`src/hdl/lpfd_pkg.sv`:
```
package lpfd_pkg;

   localparam int QUEUE_DEPTH = 4;
   localparam int QUEUE_PTR_W = $clog2(QUEUE_DEPTH);
   localparam int QUEUE_CNT_W = $clog2(QUEUE_DEPTH + 1);

   localparam int CSR_INDEX_W = 2;
   localparam int CSR_DATA_W  = 16;

   localparam logic [CSR_INDEX_W-1:0] CSR_HEADER_VALUE = 2'd0;
   localparam logic [CSR_INDEX_W-1:0] CSR_MIN_TOTAL    = 2'd1;
   localparam logic [CSR_INDEX_W-1:0] CSR_MAX_TOTAL    = 2'd2;

   localparam logic [7:0]  HEADER_RESET    = 8'd170;
   localparam logic [15:0] MIN_TOTAL_RESET = 16'd5;
   localparam logic [15:0] MAX_TOTAL_RESET = 16'd512;
   localparam logic [15:0] PREFIX_BYTES    = 16'd3;

   typedef enum logic [1:0] {
      PH_HUNT,
      PH_LEN_LO,
      PH_LEN_HI,
      PH_BODY
   } phase_type;

   // one queue entry: either the three prefix bytes or one body byte
   typedef struct packed {
      logic       three;
      logic       last;
      logic [7:0] data0;
      logic [7:0] data1;
      logic [7:0] data2;
   } entry_type;

endpackage

```
`src/hdl/length_prefixed_frame_deframer.sv`:
```
// Length-prefixed frame deframer. Received bytes enter on req_ one per transfer; the block
// hunts for the header byte, takes a 16-bit little-endian length, and forwards frames whose
// total (length + 3, wrapping at 16 bits) lies within the min/max registers. Frame bytes leave
// on rsp_ with tuser marking the header byte and tlast the byte that completes the total;
// rejected headers and hunted bytes produce nothing. One byte is accepted per cycle and one
// frame byte leaves per cycle while rsp_tready is high; the header, low and high length bytes
// are released together when the high length byte arrives, so that one input yields three
// output bytes, and a four-entry queue between the parser and the output stage absorbs the
// difference. req_tready drops only while that queue is full. Output throughput is bounded by
// the single output register, one transfer per cycle. A frame byte is written into the queue
// and then into the output register before it is presented on rsp_. Registers are written
// through csr_ (0 header value, 1 minimum total, 2 maximum total); the user must write them
// only while the block is idle, and the block itself does not enforce this.
module length_prefixed_frame_deframer (
   input  logic                              clock,
   input  logic                              reset,
   input  logic                              req_tvalid,
   output logic                              req_tready,
   input  logic [7:0]                        req_tdata,   // rx_byte
   output logic                              rsp_tvalid,
   input  logic                              rsp_tready,
   output logic [7:0]                        rsp_tdata,   // frame_byte
   output logic                              rsp_tuser,   // frame_start
   output logic                              rsp_tlast,
   input  logic                              csr_we,
   input  logic [lpfd_pkg::CSR_INDEX_W-1:0]  csr_index,
   input  logic [lpfd_pkg::CSR_DATA_W-1:0]   csr_wdata
);

   logic                q_full;
   logic                q_push;
   lpfd_pkg::entry_type q_entry;
   logic                q_pop;
   logic                q_head_valid;
   lpfd_pkg::entry_type q_head;

   lpfd_front u_front (
      .clock      (clock),
      .reset      (reset),
      .req_tvalid (req_tvalid),
      .req_tready (req_tready),
      .req_tdata  (req_tdata),
      .csr_we     (csr_we),
      .csr_index  (csr_index),
      .csr_wdata  (csr_wdata),
      .q_full     (q_full),
      .q_push     (q_push),
      .q_entry    (q_entry)
   );

   lpfd_queue u_queue (
      .clock      (clock),
      .reset      (reset),
      .push       (q_push),
      .push_entry (q_entry),
      .full       (q_full),
      .pop        (q_pop),
      .head_valid (q_head_valid),
      .head_entry (q_head)
   );

   lpfd_back u_back (
      .clock      (clock),
      .reset      (reset),
      .head_valid (q_head_valid),
      .head_entry (q_head),
      .pop        (q_pop),
      .rsp_tvalid (rsp_tvalid),
      .rsp_tready (rsp_tready),
      .rsp_tdata  (rsp_tdata),
      .rsp_tuser  (rsp_tuser),
      .rsp_tlast  (rsp_tlast)
   );

endmodule

```
`src/hdl/lpfd_front.sv`:
```
module lpfd_front (
   input  logic                              clock,
   input  logic                              reset,
   input  logic                              req_tvalid,
   output logic                              req_tready,
   input  logic [7:0]                        req_tdata,   // rx_byte
   input  logic                              csr_we,
   input  logic [lpfd_pkg::CSR_INDEX_W-1:0]  csr_index,
   input  logic [lpfd_pkg::CSR_DATA_W-1:0]   csr_wdata,
   input  logic                              q_full,
   output logic                              q_push,
   output lpfd_pkg::entry_type               q_entry
);

   lpfd_pkg::phase_type phase_ff, phase_in;
   logic [7:0]  header_ff;
   logic [15:0] min_total_ff;
   logic [15:0] max_total_ff;
   logic [7:0]  len_lo_ff, len_lo_in;
   logic [15:0] rcvd_ff, rcvd_in;
   logic [15:0] total_ff, total_in;

   logic        accept;
   logic [15:0] total;
   logic        in_range;
   logic        tiny;
   logic [15:0] rcvd_plus;
   logic        body_done;
   logic        hdr_match;

   assign req_tready = !q_full;
   assign accept     = req_tvalid && req_tready;

   // frame total wraps at 16 bits
   assign total     = {req_tdata, len_lo_ff} + lpfd_pkg::PREFIX_BYTES;
   assign in_range  = (total >= min_total_ff) && (total <= max_total_ff);
   assign tiny      = (total <= lpfd_pkg::PREFIX_BYTES);
   assign rcvd_plus = rcvd_ff + 16'd1;
   assign body_done = (rcvd_plus >= total_ff);
   assign hdr_match = (req_tdata == header_ff);

   always_ff @(posedge clock) begin
      if (reset) begin
         header_ff    <= lpfd_pkg::HEADER_RESET;
         min_total_ff <= lpfd_pkg::MIN_TOTAL_RESET;
         max_total_ff <= lpfd_pkg::MAX_TOTAL_RESET;
      end else if (csr_we) begin
         unique case (csr_index)
            lpfd_pkg::CSR_HEADER_VALUE: header_ff    <= csr_wdata[7:0];
            lpfd_pkg::CSR_MIN_TOTAL:    min_total_ff <= csr_wdata;
            lpfd_pkg::CSR_MAX_TOTAL:    max_total_ff <= csr_wdata;
            default: ;
         endcase
      end
   end

   always_comb begin
      phase_in = phase_ff;
      if (accept) begin
         unique case (phase_ff)
            lpfd_pkg::PH_HUNT:   if (hdr_match) phase_in = lpfd_pkg::PH_LEN_LO;
            lpfd_pkg::PH_LEN_LO: phase_in = lpfd_pkg::PH_LEN_HI;
            lpfd_pkg::PH_LEN_HI: begin
               if (!in_range || tiny) phase_in = lpfd_pkg::PH_HUNT;
               else phase_in = lpfd_pkg::PH_BODY;
            end
            lpfd_pkg::PH_BODY:   if (body_done) phase_in = lpfd_pkg::PH_HUNT;
            default:             phase_in = lpfd_pkg::PH_HUNT;
         endcase
      end
   end

   always_comb begin
      q_push    = 1'b0;
      q_entry   = '0;
      len_lo_in = len_lo_ff;
      rcvd_in   = rcvd_ff;
      total_in  = total_ff;
      if (accept) begin
         unique case (phase_ff)
            lpfd_pkg::PH_HUNT: begin
               if (hdr_match) begin
                  rcvd_in  = 16'd1;
                  total_in = 16'd0;
               end
            end
            lpfd_pkg::PH_LEN_LO: begin
               len_lo_in = req_tdata;
               rcvd_in   = 16'd2;
            end
            lpfd_pkg::PH_LEN_HI: begin
               if (!in_range) begin
                  rcvd_in  = 16'd0;
                  total_in = 16'd0;
               end else begin
                  q_push        = 1'b1;
                  q_entry.three = 1'b1;
                  q_entry.last  = tiny;
                  q_entry.data0 = header_ff;
                  q_entry.data1 = len_lo_ff;
                  q_entry.data2 = req_tdata;
                  // a total of three or less closes the frame on the prefix
                  if (tiny) begin
                     rcvd_in  = 16'd0;
                     total_in = 16'd0;
                  end else begin
                     rcvd_in  = lpfd_pkg::PREFIX_BYTES;
                     total_in = total;
                  end
               end
            end
            lpfd_pkg::PH_BODY: begin
               q_push        = 1'b1;
               q_entry.data0 = req_tdata;
               q_entry.last  = body_done;
               if (body_done) begin
                  rcvd_in  = 16'd0;
                  total_in = 16'd0;
               end else begin
                  rcvd_in = rcvd_plus;
               end
            end
            default: ;
         endcase
      end
   end

   always_ff @(posedge clock) begin
      if (reset) begin
         phase_ff  <= lpfd_pkg::PH_HUNT;
         len_lo_ff <= 8'd0;
         rcvd_ff   <= 16'd0;
         total_ff  <= 16'd0;
      end else begin
         phase_ff  <= phase_in;
         len_lo_ff <= len_lo_in;
         rcvd_ff   <= rcvd_in;
         total_ff  <= total_in;
      end
   end

endmodule

```
`src/hdl/lpfd_queue.sv`:
```
module lpfd_queue (
   input  logic                clock,
   input  logic                reset,
   input  logic                push,
   input  lpfd_pkg::entry_type push_entry,
   output logic                full,
   input  logic                pop,
   output logic                head_valid,
   output lpfd_pkg::entry_type head_entry
);

   lpfd_pkg::entry_type mem_ff [lpfd_pkg::QUEUE_DEPTH];
   logic [lpfd_pkg::QUEUE_PTR_W-1:0] wr_ptr_ff, wr_ptr_in;
   logic [lpfd_pkg::QUEUE_PTR_W-1:0] rd_ptr_ff, rd_ptr_in;
   logic [lpfd_pkg::QUEUE_CNT_W-1:0] cnt_ff, cnt_in;
   logic do_push;
   logic do_pop;

   assign full       = (cnt_ff == lpfd_pkg::QUEUE_CNT_W'(lpfd_pkg::QUEUE_DEPTH));
   assign head_valid = (cnt_ff != '0);
   assign head_entry = mem_ff[rd_ptr_ff];
   assign do_push    = push && !full;
   assign do_pop     = pop && head_valid;

   always_comb begin
      wr_ptr_in = wr_ptr_ff;
      rd_ptr_in = rd_ptr_ff;
      cnt_in    = cnt_ff;
      if (do_push) begin
         wr_ptr_in = (wr_ptr_ff == lpfd_pkg::QUEUE_PTR_W'(lpfd_pkg::QUEUE_DEPTH - 1))
                     ? '0 : wr_ptr_ff + lpfd_pkg::QUEUE_PTR_W'(1);
      end
      if (do_pop) begin
         rd_ptr_in = (rd_ptr_ff == lpfd_pkg::QUEUE_PTR_W'(lpfd_pkg::QUEUE_DEPTH - 1))
                     ? '0 : rd_ptr_ff + lpfd_pkg::QUEUE_PTR_W'(1);
      end
      if (do_push && !do_pop) cnt_in = cnt_ff + lpfd_pkg::QUEUE_CNT_W'(1);
      else if (!do_push && do_pop) cnt_in = cnt_ff - lpfd_pkg::QUEUE_CNT_W'(1);
   end

   always_ff @(posedge clock) begin
      if (do_push) mem_ff[wr_ptr_ff] <= push_entry;
   end

   always_ff @(posedge clock) begin
      if (reset) begin
         wr_ptr_ff <= '0;
         rd_ptr_ff <= '0;
         cnt_ff    <= '0;
      end else begin
         wr_ptr_ff <= wr_ptr_in;
         rd_ptr_ff <= rd_ptr_in;
         cnt_ff    <= cnt_in;
      end
   end

endmodule

```
`src/hdl/lpfd_back.sv`:
```
module lpfd_back (
   input  logic                clock,
   input  logic                reset,
   input  logic                head_valid,
   input  lpfd_pkg::entry_type head_entry,
   output logic                pop,
   output logic                rsp_tvalid,
   input  logic                rsp_tready,
   output logic [7:0]          rsp_tdata,   // frame_byte
   output logic                rsp_tuser,   // frame_start
   output logic                rsp_tlast    // frame_last
);

   lpfd_pkg::entry_type cur_ff;
   logic       cur_valid_ff, cur_valid_in;
   logic [1:0] sel_ff, sel_in;
   logic       final_byte;
   logic       xfer;

   assign final_byte = !cur_ff.three || (sel_ff == 2'd2);
   assign xfer       = cur_valid_ff && rsp_tready;
   // load the next entry when empty or when the current one is finished
   assign pop        = head_valid && (!cur_valid_ff || (xfer && final_byte));

   always_comb begin
      cur_valid_in = cur_valid_ff;
      sel_in       = sel_ff;
      if (pop) begin
         cur_valid_in = 1'b1;
         sel_in       = 2'd0;
      end else if (xfer) begin
         if (final_byte) cur_valid_in = 1'b0;
         else sel_in = sel_ff + 2'd1;
      end
   end

   always_ff @(posedge clock) begin
      if (reset) begin
         cur_valid_ff <= 1'b0;
         sel_ff       <= 2'd0;
      end else begin
         cur_valid_ff <= cur_valid_in;
         sel_ff       <= sel_in;
      end
   end

   always_ff @(posedge clock) begin
      if (pop) cur_ff <= head_entry;
   end

   always_comb begin
      case (sel_ff)
         2'd0:    rsp_tdata = cur_ff.data0;
         2'd1:    rsp_tdata = cur_ff.data1;
         default: rsp_tdata = cur_ff.data2;
      endcase
   end

   assign rsp_tvalid = cur_valid_ff;
   assign rsp_tuser  = cur_ff.three && (sel_ff == 2'd0);
   assign rsp_tlast  = cur_ff.last && final_byte;

endmodule

```
`config.mk`:
```
export PLATFORM = sky130hd
export DESIGN_NAME = length_prefixed_frame_deframer
export DESIGN_NICKNAME = d
export VERILOG_FILES = /design/src/hdl/lpfd_pkg.sv /design/src/hdl/length_prefixed_frame_deframer.sv /design/src/hdl/lpfd_front.sv /design/src/hdl/lpfd_queue.sv /design/src/hdl/lpfd_back.sv
export SDC_FILE = /design/constraint.sdc
export NUM_CORES = 1
export LEC_CHECK = 0
export ABC_AREA = 1
export BUFFER_PORTS_ARGS = -buffer_cell sky130_fd_sc_hd__buf_4
export CAP_MARGIN = 5
export CELL_PAD_IN_SITES_DETAIL_PLACEMENT = 0
export CELL_PAD_IN_SITES_GLOBAL_PLACEMENT = 2
export CORE_UTILIZATION = 42
export DETAILED_ROUTE_END_ITERATION = 8
export MAX_ROUTING_LAYER = met4
export PLACE_DENSITY = 0.84
export SYNTH_ARGS = -nofsm -noshare
export SYNTH_HDL_FRONTEND = slang
export SYNTH_HIERARCHICAL = 1
export SYNTH_SLANG_ARGS = --single-unit
```
`constraint.sdc`:
```
create_clock -name clock -period 8.13 [get_ports clock]
set_input_delay 0.813 -clock clock [delete_from_list [all_inputs] [get_ports clock]]
set_output_delay 0.813 -clock clock [all_outputs]
set_load 0.02 [all_outputs]
```
==> metrics.md <==
| Metric | Value |
|---|---|
| Worst setup margin | `approximately 3.4 ns` |
| CTS Buffer Depth | `3` |
| Post CTS Setup Buffer Count | `0` |
| Cell Int Power | `~2.0 mW` |
| HP Class | `register to register` |
| Synth area leaders | `edfxtp_1, dfxtp_1, nand2_1` |
| FP Rows | `58` |
| PwrDens | `211.1 nW/um^2` |
| Syn Inst Count | `1191` |
| Synth Area per Inst | `9.102 um^2` |
| Crit Path Max Fanout | `11` |
| Clock root buffer | `clkbuf_16` |
| DIE WIDTH | `about 160 um` |
| Die Span Y | `162.7 um` |
| Final GP Congestion | `0.8545` |
| Seq/Total Area, Yosys | `0.5337` |
| WHS | `0.4626 ns` |
| Psw | `0.6126 mW` |
| Area Growth Syn to Fin | `12.89%` |
| Status | `finished, final reports clean` |
| Vias post-DR | `7849` |
| Drt total wl | `25.12 mm` |
| Dpl ws | `~3.2 ns` |
| Gate power share | `0.083` |
| Hold buffers post-CTS | `0` |
| Switching Fraction | `0.2371` |
| WS Path Type | `register to register` |
| WP buf/inv | `7` |
| Core area | `around 25000 um^2` |
| Antenna violations before repair | `1` |
| Primary FF master, synth | `edfxtp_1` |
| Unrepaired setup endpoints after global routing | `no` |
| Peak supply drop | `143.9 uV` |
| Htree depth | `1` |
| Layout Skew | `0.01406 ns` |
| Mapped cell area | `10840 um^2` |
| Dpl hpwl | `17.72 mm` |
| Total power | `around 2.6 mW` |
| Drt drc | `0` |
| Slew @ Worst Pin | `1.045 ns` |
| Total grt overflow | `0` |
| Most common library cells after synthesis | `nand2_1, nor2_1, inv_1, edfxtp_1, a21oi_1` |
| Yosys warning total | `6` |
| Pleak | `4.622 nW` |
| Nets | `1315` |
| Resize count post-CTS | `0` |
| Cts bufs inserted | `26` |
| Finished Cell Area | `12240 um^2` |
| Largest net degree at the start of global routing | `54` |
| Max cap viols | `0` |
| Synth Net Count | `1283` |
| Clock Power Share | `0.440` |
| First-pass GRT wire length | `40.70 mm` |
| I/O Pins | `43` |
| # setup viols final | `0` |
| Total track usage | `0.2025` |
| Sequential power share | `0.477` |
| Starting density of the core | `0.4293` |
| Min Tclk post-route | `roughly 4.7 ns` |
| Most common cell in the netlist | `nand2_1` |
| Area leader, netlist | `edfxtp_1` |
| 1st-iter DRT viols | `397` |
| Top cell type's share of synthesized area | `0.3601` |
| FFs w/ async S/R, synth | `0` |
| Clock-pin slew on the worst setup and hold paths | `approximately 0.06 ns` |
| Antenna Nets Post-Route | `0` |
| Clk Latency, worst-skew pair | `0.53 ns` |
| Clock Sinks | `224` |
| Drt pass-1 iters | `5` |
| CP top delay family | `simple AND/OR/NAND/NOR gates` |
| Die area | `roughly 26000 um^2` |
| Vias/cell | `4.990` |
| Post-route clock period utilization | `0.5794` |
| EDFF count, synth | `130` |
| Crit. End Element | `register` |
| Worst endpoint required time | `8.55 ns` |
| Placed cell areas | `about 11000 um^2` |
| Synth Register Bits | `224` |
| Worst path max stage delay | `0.52 ns` |
| Netlist cell types | `45` |
| WP data arrival | `roughly 5.1 ns` |
| Crit-path slowest cell | `dfxtp_1` |
| Worst rel slew slack | `0.3026` |
| DR WL/cell | `15.97 um` |
| Final hold violation count | `0` |
| Vias in the first global route | `7642` |
| Share of cells above drive strength 1 | `0.1023` |
| Count of input and output buffers | `between 40 and 50` |
| Max Freq | `212.3 MHz` |
| Slew Limit Fails | `0` |
| CP Launch Type | `register` |
| Setup TNS Final | `0 ns` |
| CTS tree | `yes` |
[placed cells by master (no fill, tap or decap), types with 5 or more instances in the layout]
master | netlist | routed
o21ai_0 | 92 | 92
inv_1 | 132 | 131
nand2_1 | 204 | 204
a22oi_1 | 10 | 10
nor3_2 | 5 | 5
nand4_1 | 20 | 20
clkbuf_16 | 0 | 27
xor2_1 | 20 | 20
clkbuf_1 | 17 | 5
dfxtp_1 | 94 | 94
inv_2 | 5 | 5
edfxtp_1 | 130 | 130
nor2_1 | 140 | 136
ha_1 | 60 | 60
buf_4 | 9 | 50
o21ai_1 | 18 | 18
a21oi_1 | 101 | 101
nand3_1 | 39 | 39
clkinv_1 | 1 | 6
nor2_2 | 7 | 11
o22ai_1 | 27 | 27
[worst register-to-register path, cell delays in order (launching register included)]
cell and delay (ns):
dfxtp_1 0.52, inv_1 0.12, nor2_2 0.28, nand2_1 0.14
nor3_2 0.14, xor2_1 0.33, inv_1 0.14, ha_1 0.32
nand2_1 0.08, nor3_1 0.26, nand3_1 0.10, nand3_1 0.09
nand2_1 0.07, inv_1 0.24, nand2_1 0.21, a21oi_1 0.29
nand2_1 0.24, inv_1 0.11, ha_1 0.17, inv_1 0.06
fa_1 0.37, inv_1 0.06, nand2_1 0.06, nand3_1 0.08
nand2_1 0.05, inv_1 0.05, nor2_1 0.04
[sequential cells by signal (all words and copies together), names as in the netlist, named ones only]
| signal | flops |
|---|---|
| u_back/rsp_tvalid | 1 |
| u_front/phase_ff | 2 |
| u_front/rcvd_ff | 16 |
| u_queue/mem_ff | 104 |
| u_queue/wr_ptr_ff | 2 |
| u_front/max_total_ff | 16 |
| u_back/cur_ff | 26 |
| u_front/min_total_ff | 16 |
| u_queue/rd_ptr_ff | 2 |
| u_front/header_ff | 8 |
| u_queue/cnt_ff | 3 |
| u_front/total_ff | 16 |
| u_back/sel_ff | 2 |
| u_front/len_lo_ff | 8 |
[final timing paths]
path         cells past startpoint  slack, ns                       to                    start
max                             26       3.42        u_queue/cnt_ff[2]     u_front/len_lo_ff[2]
min                              2       0.46  u_front/max_total_ff[2]  u_front/max_total_ff[2]
max reg2reg                     26       3.42        u_queue/cnt_ff[2]     u_front/len_lo_ff[2]
min reg2reg                      2       0.46  u_front/max_total_ff[2]  u_front/max_total_ff[2]
[per-layer routing]
metal,GRT usage,up-vias,routed length (um)
met5,-,-,0
met4,0.07137,0,747
met3,0.02725,53,847
met2,0.3312,112,11790
met1,0.2574,3592,11730
li1,-,4092,-
[cells by family (layout without fill, tap and decap cells)]
group,after synthesis,in the layout,share of synthesized area
xor gates and xnor gates,23,23,0.01928
buffers and inverters,187,238,0.07202
DFF,224,224,0.5337
adders and majority gates,61,61,0.07110
AOI/OAI and AO/OA,261,261,0.1296
other,0,1,0
and+or+nand+nor,435,435,0.1743
[cell type report]
class | instances | area, um^2
diodes | 1 | 2.502
clock buffers | 33 | 708.2
clock inverters | 14 | 132.6
repair buffers | 50 | 375.4
multi-input cells | 780 | 4284
fillers | 2440 | 13020
well taps | 330 | 412.9
inverters | 141 | 536.8
flip-flops and latches | 224 | 5786
[metrics by stage]
stage            util  cells
3_3_place_gp   0.4512   1525
3_5_place_dp   0.4512   1525
5_1_grt        0.4846   1573
2_1_floorplan       -   1191
6_report       0.4846   1573
4_1_cts        0.4845   1572
[power by group through the flow]
stage | sequential [mW] | clock [mW] | combinational, mW
global route | 1.23 | 1.21 | 0.247
detailed placement | 1.26 | 0 | 0.215
global placement | 1.26 | 0 | 0.213
CTS | 1.23 | 1.17 | 0.216
floorplan | 1.25 | 0 | 0.151
finish | 1.23 | 1.14 | 0.214
No activity file was read; power rests on OpenSTA's default activity.
